## config.mk

```make
export PLATFORM = sky130hd
export DESIGN_NAME = soft_start_settle_detector_top_flat
export DESIGN_NICKNAME = d
export VERILOG_FILES = /design/src/rtl/core/ssd_pkg.sv /design/src/rtl/core/ssd_if.sv /design/src/rtl/core/ssd_settle.sv /design/src/rtl/core/soft_start_settle_detector_top.sv /design/src/flat_wrapper.sv
export SDC_FILE = /design/constraint.sdc
export NUM_CORES = 1
export LEC_CHECK = 0
export ABC_AREA = 1
export BUFFER_PORTS_ARGS = -buffer_cell sky130_fd_sc_hd__buf_2
export CAP_MARGIN = 40
export CORE_AREA = 2 2 154 231
export DETAILED_ROUTE_END_ITERATION = 10
export DIE_AREA = 0 0 156 233
export SLEW_MARGIN = 20
export SYNTH_ARGS = -nofsm -noshare
export SYNTH_HDL_FRONTEND = slang
export SYNTH_SLANG_ARGS = --single-unit
```

## constraint.sdc

```tcl
create_clock -name clk -period 5.45 [get_ports clk]
set_input_delay 0.8175 -clock clk [delete_from_list [all_inputs] [get_ports clk]]
set_output_delay 0.8175 -clock clk [all_outputs]
set_load 0.01 [all_outputs]
```

## src/rtl/core/ssd_pkg.sv

```systemverilog
package ssd_pkg;

  localparam int WINDOW     = 16;
  localparam int CNT_W      = $clog2(WINDOW);
  localparam int ADC_BITS   = 12;
  localparam int RATIO_W    = 16;
  localparam int FRAC_BITS  = 8;
  localparam int VOLT_W     = 20;
  localparam int SUM_W      = VOLT_W + CNT_W;
  localparam int PROD_W     = ADC_BITS + RATIO_W;
  localparam int CFG_IDX_W  = 2;
  localparam int CFG_DATA_W = 20;

  localparam logic [CFG_IDX_W-1:0] REG_DIVIDER_RATIO       = 2'd0;
  localparam logic [CFG_IDX_W-1:0] REG_DIVIDER_RATIO_CHECK = 2'd1;
  localparam logic [CFG_IDX_W-1:0] REG_MIN_VOLTAGE         = 2'd2;

  localparam logic [RATIO_W-1:0] RATIO_RESET = 16'd256;

  localparam logic [1:0] ST_COLLECTING = 2'd0;
  localparam logic [1:0] ST_WINDOW     = 2'd1;
  localparam logic [1:0] ST_DONE       = 2'd2;
  localparam logic [1:0] ST_ABORTED    = 2'd3;

  localparam logic [1:0] RS_BELOW_RISING  = 2'd0;
  localparam logic [1:0] RS_BELOW_FLAT    = 2'd1;
  localparam logic [1:0] RS_STABILIZING   = 2'd2;

  typedef struct packed {
    logic [1:0]        status;
    logic              bypass_on;
    logic [VOLT_W-1:0] window_average;
    logic [1:0]        waiting_reason;
  } result_t;

endpackage

```

## src/rtl/core/ssd_if.sv

```systemverilog
interface ssd_sample_if import ssd_pkg::*; ();
  logic                valid;
  logic                ready;
  logic [ADC_BITS-1:0] adc_sample;

  modport source (output valid, output adc_sample, input ready);
  modport sink (input valid, input adc_sample, output ready);
endinterface

interface ssd_result_if import ssd_pkg::*; ();
  logic              valid;
  logic              ready;
  logic [1:0]        status;
  logic              bypass_on;
  logic [VOLT_W-1:0] window_average;
  logic [1:0]        waiting_reason;

  modport source (output valid, output status, output bypass_on, output window_average,
                  output waiting_reason, input ready);
  modport sink (input valid, input status, input bypass_on, input window_average,
                input waiting_reason, output ready);
endinterface

interface ssd_cfg_if import ssd_pkg::*; ();
  logic                  valid;
  logic                  ready;
  logic [CFG_IDX_W-1:0]  index;
  logic [CFG_DATA_W-1:0] data;

  modport source (output valid, output index, output data, input ready);
  modport sink (input valid, input index, input data, output ready);
endinterface

```

## src/rtl/core/ssd_settle.sv

```systemverilog
module ssd_settle import ssd_pkg::*; (
  input  logic              clk,
  input  logic              rst,
  input  logic              step,
  input  logic [VOLT_W-1:0] scaled,
  input  logic              ratio_ok,
  input  logic [VOLT_W-1:0] min_voltage,
  output result_t           result
);

  typedef enum logic [1:0] {
    PH_RUNNING,
    PH_DONE,
    PH_ABORTED
  } phase_t;

  phase_t            phase;
  phase_t            phase_next;
  logic [SUM_W-1:0]  window_sum;
  logic [SUM_W-1:0]  window_sum_next;
  logic [CNT_W-1:0]  sample_count;
  logic [CNT_W-1:0]  sample_count_next;
  logic [VOLT_W-1:0] previous_average;
  logic [VOLT_W-1:0] previous_average_next;
  logic [VOLT_W-1:0] final_average;
  logic [VOLT_W-1:0] final_average_next;
  logic [1:0]        last_reason;
  logic [1:0]        last_reason_next;
  logic [SUM_W-1:0]  sum_added;
  logic [VOLT_W-1:0] average;
  logic              reached;
  logic              stopped;

  assign sum_added = window_sum + SUM_W'(scaled);
  assign average   = VOLT_W'(sum_added / SUM_W'(WINDOW));
  assign reached   = average >= min_voltage;
  assign stopped   = average <= previous_average;

  always_comb begin
    phase_next            = phase;
    window_sum_next       = window_sum;
    sample_count_next     = sample_count;
    previous_average_next = previous_average;
    final_average_next    = final_average;
    last_reason_next      = last_reason;
    result                = '{ST_ABORTED, 1'b0, previous_average, RS_BELOW_RISING};
    case (phase)
      PH_DONE: begin
        result = '{ST_DONE, 1'b1, final_average, RS_BELOW_RISING};
      end
      PH_RUNNING: begin
        if (!ratio_ok) begin
          phase_next = PH_ABORTED;
        end else if (sample_count != CNT_W'(WINDOW - 1)) begin
          window_sum_next   = sum_added;
          sample_count_next = sample_count + CNT_W'(1);
          result = '{ST_COLLECTING, 1'b0, previous_average, last_reason};
        end else begin
          window_sum_next       = '0;
          sample_count_next     = '0;
          previous_average_next = average;
          if (reached && stopped) begin
            phase_next         = PH_DONE;
            final_average_next = average;
            result = '{ST_DONE, 1'b1, average, RS_BELOW_RISING};
          end else begin
            last_reason_next = reached ? RS_STABILIZING :
                               (stopped ? RS_BELOW_FLAT : RS_BELOW_RISING);
            result = '{ST_WINDOW, 1'b0, average, last_reason_next};
          end
        end
      end
      default: begin
        result = '{ST_ABORTED, 1'b0, previous_average, RS_BELOW_RISING};
      end
    endcase
  end

  always_ff @(posedge clk) begin
    if (rst) begin
      phase            <= PH_RUNNING;
      window_sum       <= '0;
      sample_count     <= '0;
      previous_average <= '0;
      final_average    <= '0;
      last_reason      <= RS_BELOW_RISING;
    end else if (step) begin
      phase            <= phase_next;
      window_sum       <= window_sum_next;
      sample_count     <= sample_count_next;
      previous_average <= previous_average_next;
      final_average    <= final_average_next;
      last_reason      <= last_reason_next;
    end
  end

endmodule

```

## src/rtl/core/soft_start_settle_detector_top.sv

```systemverilog
// Soft-start settle detector. Each sample request carries one ADC code and yields exactly one
// result request. A sample is taken every cycle while the result side keeps up; an accepted
// sample is first held in the multiply register, and the window accumulate and decide logic
// then loads its result into the result register. When the result side stalls, one further
// sample is still taken into the multiply register before the sample side is held.
// Configuration writes are taken every cycle and should be made while no sample is in flight.
module soft_start_settle_detector_top import ssd_pkg::*; (
  input  logic          clk,
  input  logic          rst,
  ssd_sample_if.sink    sample,
  ssd_result_if.source  result,
  ssd_cfg_if.sink       cfg
);

  logic [RATIO_W-1:0] divider_ratio;
  logic [RATIO_W-1:0] divider_ratio_check;
  logic [VOLT_W-1:0]  min_voltage;
  logic               s1_valid;
  logic [VOLT_W-1:0]  s1_scaled;
  logic [PROD_W-1:0]  product;
  logic               advance;
  logic               step;
  result_t            settle_result;
  logic               out_valid;
  result_t            out_data;

  assign cfg.ready = 1'b1;

  always_ff @(posedge clk) begin
    if (rst) begin
      divider_ratio       <= RATIO_RESET;
      divider_ratio_check <= RATIO_RESET;
      min_voltage         <= '0;
    end else if (cfg.valid) begin
      case (cfg.index)
        REG_DIVIDER_RATIO:       divider_ratio       <= cfg.data[RATIO_W-1:0];
        REG_DIVIDER_RATIO_CHECK: divider_ratio_check <= cfg.data[RATIO_W-1:0];
        REG_MIN_VOLTAGE:         min_voltage         <= cfg.data[VOLT_W-1:0];
        default: begin
        end
      endcase
    end
  end

  assign advance      = !out_valid || result.ready;
  assign step         = advance && s1_valid;
  assign sample.ready = !s1_valid || advance;
  assign product      = PROD_W'(sample.adc_sample) * PROD_W'(divider_ratio);

  always_ff @(posedge clk) begin
    if (rst) begin
      s1_valid <= 1'b0;
    end else if (sample.ready) begin
      s1_valid <= sample.valid;
    end
  end

  always_ff @(posedge clk) begin
    if (sample.valid && sample.ready) begin
      s1_scaled <= VOLT_W'(product >> FRAC_BITS);
    end
  end

  ssd_settle u_settle (
    .clk         (clk),
    .rst         (rst),
    .step        (step),
    .scaled      (s1_scaled),
    .ratio_ok    (divider_ratio == divider_ratio_check),
    .min_voltage (min_voltage),
    .result      (settle_result)
  );

  always_ff @(posedge clk) begin
    if (rst) begin
      out_valid <= 1'b0;
    end else if (advance) begin
      out_valid <= s1_valid;
    end
  end

  always_ff @(posedge clk) begin
    if (step) begin
      out_data <= settle_result;
    end
  end

  assign result.valid          = out_valid;
  assign result.status         = out_data.status;
  assign result.bypass_on      = out_data.bypass_on;
  assign result.window_average = out_data.window_average;
  assign result.waiting_reason = out_data.waiting_reason;

  a_bypass_done : assert property (@(posedge clk) disable iff (rst)
    result.valid |-> (result.bypass_on == (result.status == ST_DONE)))
    else $error("bypass drive disagrees with status");

  a_latched_reason : assert property (@(posedge clk) disable iff (rst)
    result.valid && (result.status == ST_DONE || result.status == ST_ABORTED)
      |-> result.waiting_reason == RS_BELOW_RISING)
    else $error("waiting reason set while latched");

  a_step_delivers : assert property (@(posedge clk) disable iff (rst)
    step |=> result.valid)
    else $error("processed sample produced no result");

  a_stall_holds : assert property (@(posedge clk) disable iff (rst)
    result.valid && !result.ready && s1_valid |-> !sample.ready)
    else $error("sample taken with both stages full");

endmodule

```

## src/flat_wrapper.sv

```systemverilog
// flat-port wrapper written by rule: the top's interface ports become plain ports
module soft_start_settle_detector_top_flat import ssd_pkg::*;
  (clk, rst, sample_valid, sample_adc_sample, sample_ready, result_valid, result_status, result_bypass_on, result_window_average, result_waiting_reason, result_ready, cfg_valid, cfg_index, cfg_data, cfg_ready);
  ssd_sample_if sample_i ();
  ssd_result_if result_i ();
  ssd_cfg_if cfg_i ();
  input  logic clk;
  input  logic rst;
  input wire logic [$bits(sample_i.valid)-1:0] sample_valid;
  input wire logic [$bits(sample_i.adc_sample)-1:0] sample_adc_sample;
  output wire logic [$bits(sample_i.ready)-1:0] sample_ready;
  output wire logic [$bits(result_i.valid)-1:0] result_valid;
  output wire logic [$bits(result_i.status)-1:0] result_status;
  output wire logic [$bits(result_i.bypass_on)-1:0] result_bypass_on;
  output wire logic [$bits(result_i.window_average)-1:0] result_window_average;
  output wire logic [$bits(result_i.waiting_reason)-1:0] result_waiting_reason;
  input wire logic [$bits(result_i.ready)-1:0] result_ready;
  input wire logic [$bits(cfg_i.valid)-1:0] cfg_valid;
  input wire logic [$bits(cfg_i.index)-1:0] cfg_index;
  input wire logic [$bits(cfg_i.data)-1:0] cfg_data;
  output wire logic [$bits(cfg_i.ready)-1:0] cfg_ready;
  assign sample_i.valid = sample_valid;
  assign sample_i.adc_sample = sample_adc_sample;
  assign sample_ready = sample_i.ready;
  assign result_valid = result_i.valid;
  assign result_status = result_i.status;
  assign result_bypass_on = result_i.bypass_on;
  assign result_window_average = result_i.window_average;
  assign result_waiting_reason = result_i.waiting_reason;
  assign result_i.ready = result_ready;
  assign cfg_i.valid = cfg_valid;
  assign cfg_i.index = cfg_index;
  assign cfg_i.data = cfg_data;
  assign cfg_ready = cfg_i.ready;
  soft_start_settle_detector_top u_core (.clk(clk), .rst(rst), .sample(sample_i), .result(result_i), .cfg(cfg_i));
endmodule
```

==> flow_summary.json <==
{
  "wl_mm": 44.1,
  "fill_cells": 3377,
  "grt_pass1_vias": 14000,
  "antenna_found_initial": 0,
  "seqCellArea_um2": 3880,
  "dp_hpwl_mm": 35.6,
  "yosysWarningCount": 0,
  "max_slew_margin_pct": 40.6,
  "synth.most_common_cell": "nand2_1",
  "synth-edff-count": 45,
  "crit_family": "adder cells",
  "ir_drop_v": 0.000184,
  "status": "finished, final reports clean",
  "power_frac_clock_pct": 27.0,
  "synth.cell_area_um2": 15600,
  "drive_gt1_share_pct": 8.70,
  "antenna_left": 0,
  "die_area_um2": 36300,
  "cp_slowest_cell": "fa_1",
  "clock.fmax_mhz": 195,
  "fin_cells": 2689,
  "postPlaceCellArea_um2": 16700,
  "synth_common_cells": "nand2_1, inv_1, nor2_1",
  "worst-path-buf-inv": 8,
  "drv_slew": 0,
  "rows": 83,
  "coreArea_um2": 34200,
  "leakagePower_nw": 9.04,
  "clk_pin_slew_worst_paths_ns": 0.08,
  "avgViaCountPerCell": 5.07,
  "drt_iter0_drc": 684,
  "synth_area_leader_cell": "fa_1",
  "fin_area_um2": 17300,
  "cts_resized": 0,
  "dr_total_vias": 13600,
  "p_switching_mw": 1.90,
  "min_period_over_period_pct": 94.2,
  "grt_use_met1_pct": 25.0,
  "ys_types": 39,
  "synthCells": 2172,
  "ys.flop_type": "dfxtp_1",
  "initial_core_util_pct": 45.7,
  "skew_ns": 0.0208,
  "worst_slack_ns": 0.317,
  "syn_nets": 2474,
  "internal_power_mw": 2.92,
  "cts_made_buffers": 17,
  "syn2layout_area_growth_pct": 11.1,
  "htree_levels": 4,
  "rsz0062_at_grt": "false",
  "endpoint_kind": "flip-flop",
  "pwr-share-comb_pct": 42.3,
  "placed_cells": 2653,
  "ios": 67,
  "final-hold-violation-count": 0,
  "drt-pass1-iter-count": 6,
  "dp_slack_ns": -0.0778,
  "p_per_area_nw_per_um2": 278,
  "p_sw_share_pct": 39.5,
  "fin_crit_ns": 5.13,
  "n_antenna_cell": 0,
  "crit_type": "flip-flop to flip-flop",
  "maxCapViolations": 0,
  "nNetsFinal": 2553,
  "yosys_register_bits": 171,
  "worst_ep_required_time_ns": 5.65,
  "critPathArrivalTime_ns": 5.33,
  "seq_power_share_pct": 30.7,
  "synth_area_leaders": "fa_1, dfxtp_1, nand2_1",
  "cts.sinks": 171,
  "cts-hold-fix-buffers": 0,
  "gp_congestion": 0.917,
  "grt_overflow": 0,
  "fin_tns_setup_ns": 0,
  "post_cts_buffers": 0,
  "clk_path_buf_depth": 2,
  "met3_usage_pct": 2.35,
  "die_y_um": 233,
  "grt_max_degree": 50,
  "cts_tree": "built",
  "clk_root_buffer_cell": "clkbuf_16",
  "cp_common_cell": "inv_1",
  "multi_input_area_um2": 9700,
  "async_reset_ff_share_pct": 0,
  "avgSynthCellArea_um2": 7.19,
  "busiest_layer": "met2",
  "tightest_slew_ns": 0.885,
  "crit_path_start_kind": "flip-flop",
  "clkLatencyLatePin_ns": 0.46,
  "grt_use_met2_pct": 49.8,
  "synth_top_cell_area_share_pct": 17.9,
  "portBuffers": 65,
  "die_w_um": 156,
  "max_stage_delay_ns": 0.54,
  "setup_viol": 0,
  "hold_class": "flip-flop to flip-flop",
  "seq_area_frac_synth_pct": 24.8,
  "crit_fanout": 8,
  "wl_per_cell_um": 16.4,
  "path_cells": "buf_4 > nand2_1 > inv_1 > fa_1 > inv_1 > fa_1 > inv_1 > fa_1 > fa_1 > inv_1 > fa_1 > inv_1 > ha_1 > nand2_1 > nor2_1 > inv_1 > o21ai_0 > inv_1 > nor2_1 > nor2_1 > nand3_1 > nand2_1",
  "globalRouteTotalUtil_pct": 25.3,
  "drc": 0,
  "grt_pass1_wl_mm": 71.0
}
## placed cells by master (no fill, tap or decap), types with 6 or more instances in the layout
| cell type | count |
|---|---|
| xor2_1 | 32 |
| nor2_1 | 188 |
| edfxtp_1 | 45 |
| fa_1 | 140 |
| buf_2 | 65 |
| nand3_1 | 42 |
| o22ai_1 | 15 |
| ha_1 | 123 |
| xnor2_1 | 6 |
| inv_2 | 6 |
| inv_1 | 447 |
| buf_4 | 72 |
| clkbuf_16 | 17 |
| o21bai_1 | 18 |
| a21oi_1 | 138 |
| nand4_1 | 9 |
| nand2_1 | 594 |
| dfxtp_1 | 121 |
| o21ai_0 | 107 |
| nor3_1 | 13 |
## power by group through the flow
stage          Combinational [mW]  Clock (mW)  Sequential (mW)
3_3_place_gp                 2.00           0             1.51
5_1_grt                      2.31        1.36             1.49
2_1_floorplan                1.29           0             1.48
3_5_place_dp                 2.03           0             1.51
4_1_cts                      2.04        1.32             1.48
6_report                     2.04        1.30             1.48
## tightest hold or removal path: cells and delay by family (launching register included)
kind / cells / cell delay, ns
DFF: 1 / 0.32
AOI/OAI and AO/OA: 1 / 0.05
buffers and inverters: 1 / 0.05
## per-stage QoR
step | power, mW | utilization [%] | hold slack (ns)
6_report | 4.82 | 50.8 | 0.463
3_5_place_dp | 3.54 | 48.9 | 0.452
2_1_floorplan | 2.77 | - | 0.428
5_1_grt | 5.16 | 50.8 | 0.484
3_3_place_gp | 3.50 | 48.8 | 0.443
4_1_cts | 4.84 | 50.7 | 0.463
## logic make-up (layout without fill, tap and decap cells)
group                      count (synthesis)  in the layout  synth area share (%)
AOI/OAI and AO/OA                        295            295                  10.1
xor gates and xnor gates                  38             38                  2.13
adders and majority gates                263            263                  27.8
buffers and inverters                    537            629                  13.1
DFF                                      171            171                  24.8
other                                      1              1                0.0240
and+or+nand+nor                          867            867                  22.1
## final timing paths
kind	start	endpoint	slack, ns	cells after the start
worst max register to register	u_core.divider_ratio[10]	u_core.s1_scaled[18]	0.32	22
worst max-delay path	u_core.divider_ratio[10]	u_core.s1_scaled[18]	0.32	22
worst min register to register	u_core.min_voltage[0]	u_core.min_voltage[0]	0.46	2
worst min-delay path	u_core.min_voltage[0]	u_core.min_voltage[0]	0.46	2
## sequential cells by signal, summed over array words and instances (netlist names)
register	flops
u_core.divider_ratio	16
u_core.u_settle.previous_average	20
u_core.result.window_average	20
u_core.s1_valid	1
u_core.u_settle.final_average	20
u_core.u_settle.phase	2
u_core.result.status	2
u_core.divider_ratio_check	16
u_core.result.valid	1
u_core.result.bypass_on	1
u_core.min_voltage	20
u_core.result.waiting_reason	2
u_core.u_settle.last_reason	2
u_core.u_settle.sample_count	4
u_core.u_settle.window_sum	24
u_core.s1_scaled	20
## metal layers
| metal | up-vias | share of wire (%) |
|---|---|---|
| met4 | 0 | 5.9 |
| met3 | 119 | 2.9 |
| met5 | - | 0 |
| met2 | 331 | 55 |
| met1 | 6438 | 36 |
| li1 | 6753 | - |
## area by class of cell
| type | instances | area share (%) |
|---|---|---|
| inverters | 457 | 9.89 |
| flip-flops and latches | 171 | 22.4 |
| multi-input cells | 1464 | 55.9 |
| repair buffers | 140 | 5.24 |
| clock inverters | 14 | 1.06 |
| well taps | 425 | 3.07 |
| clock buffers | 18 | 2.47 |
No activity file was read; power rests on OpenSTA's default activity.
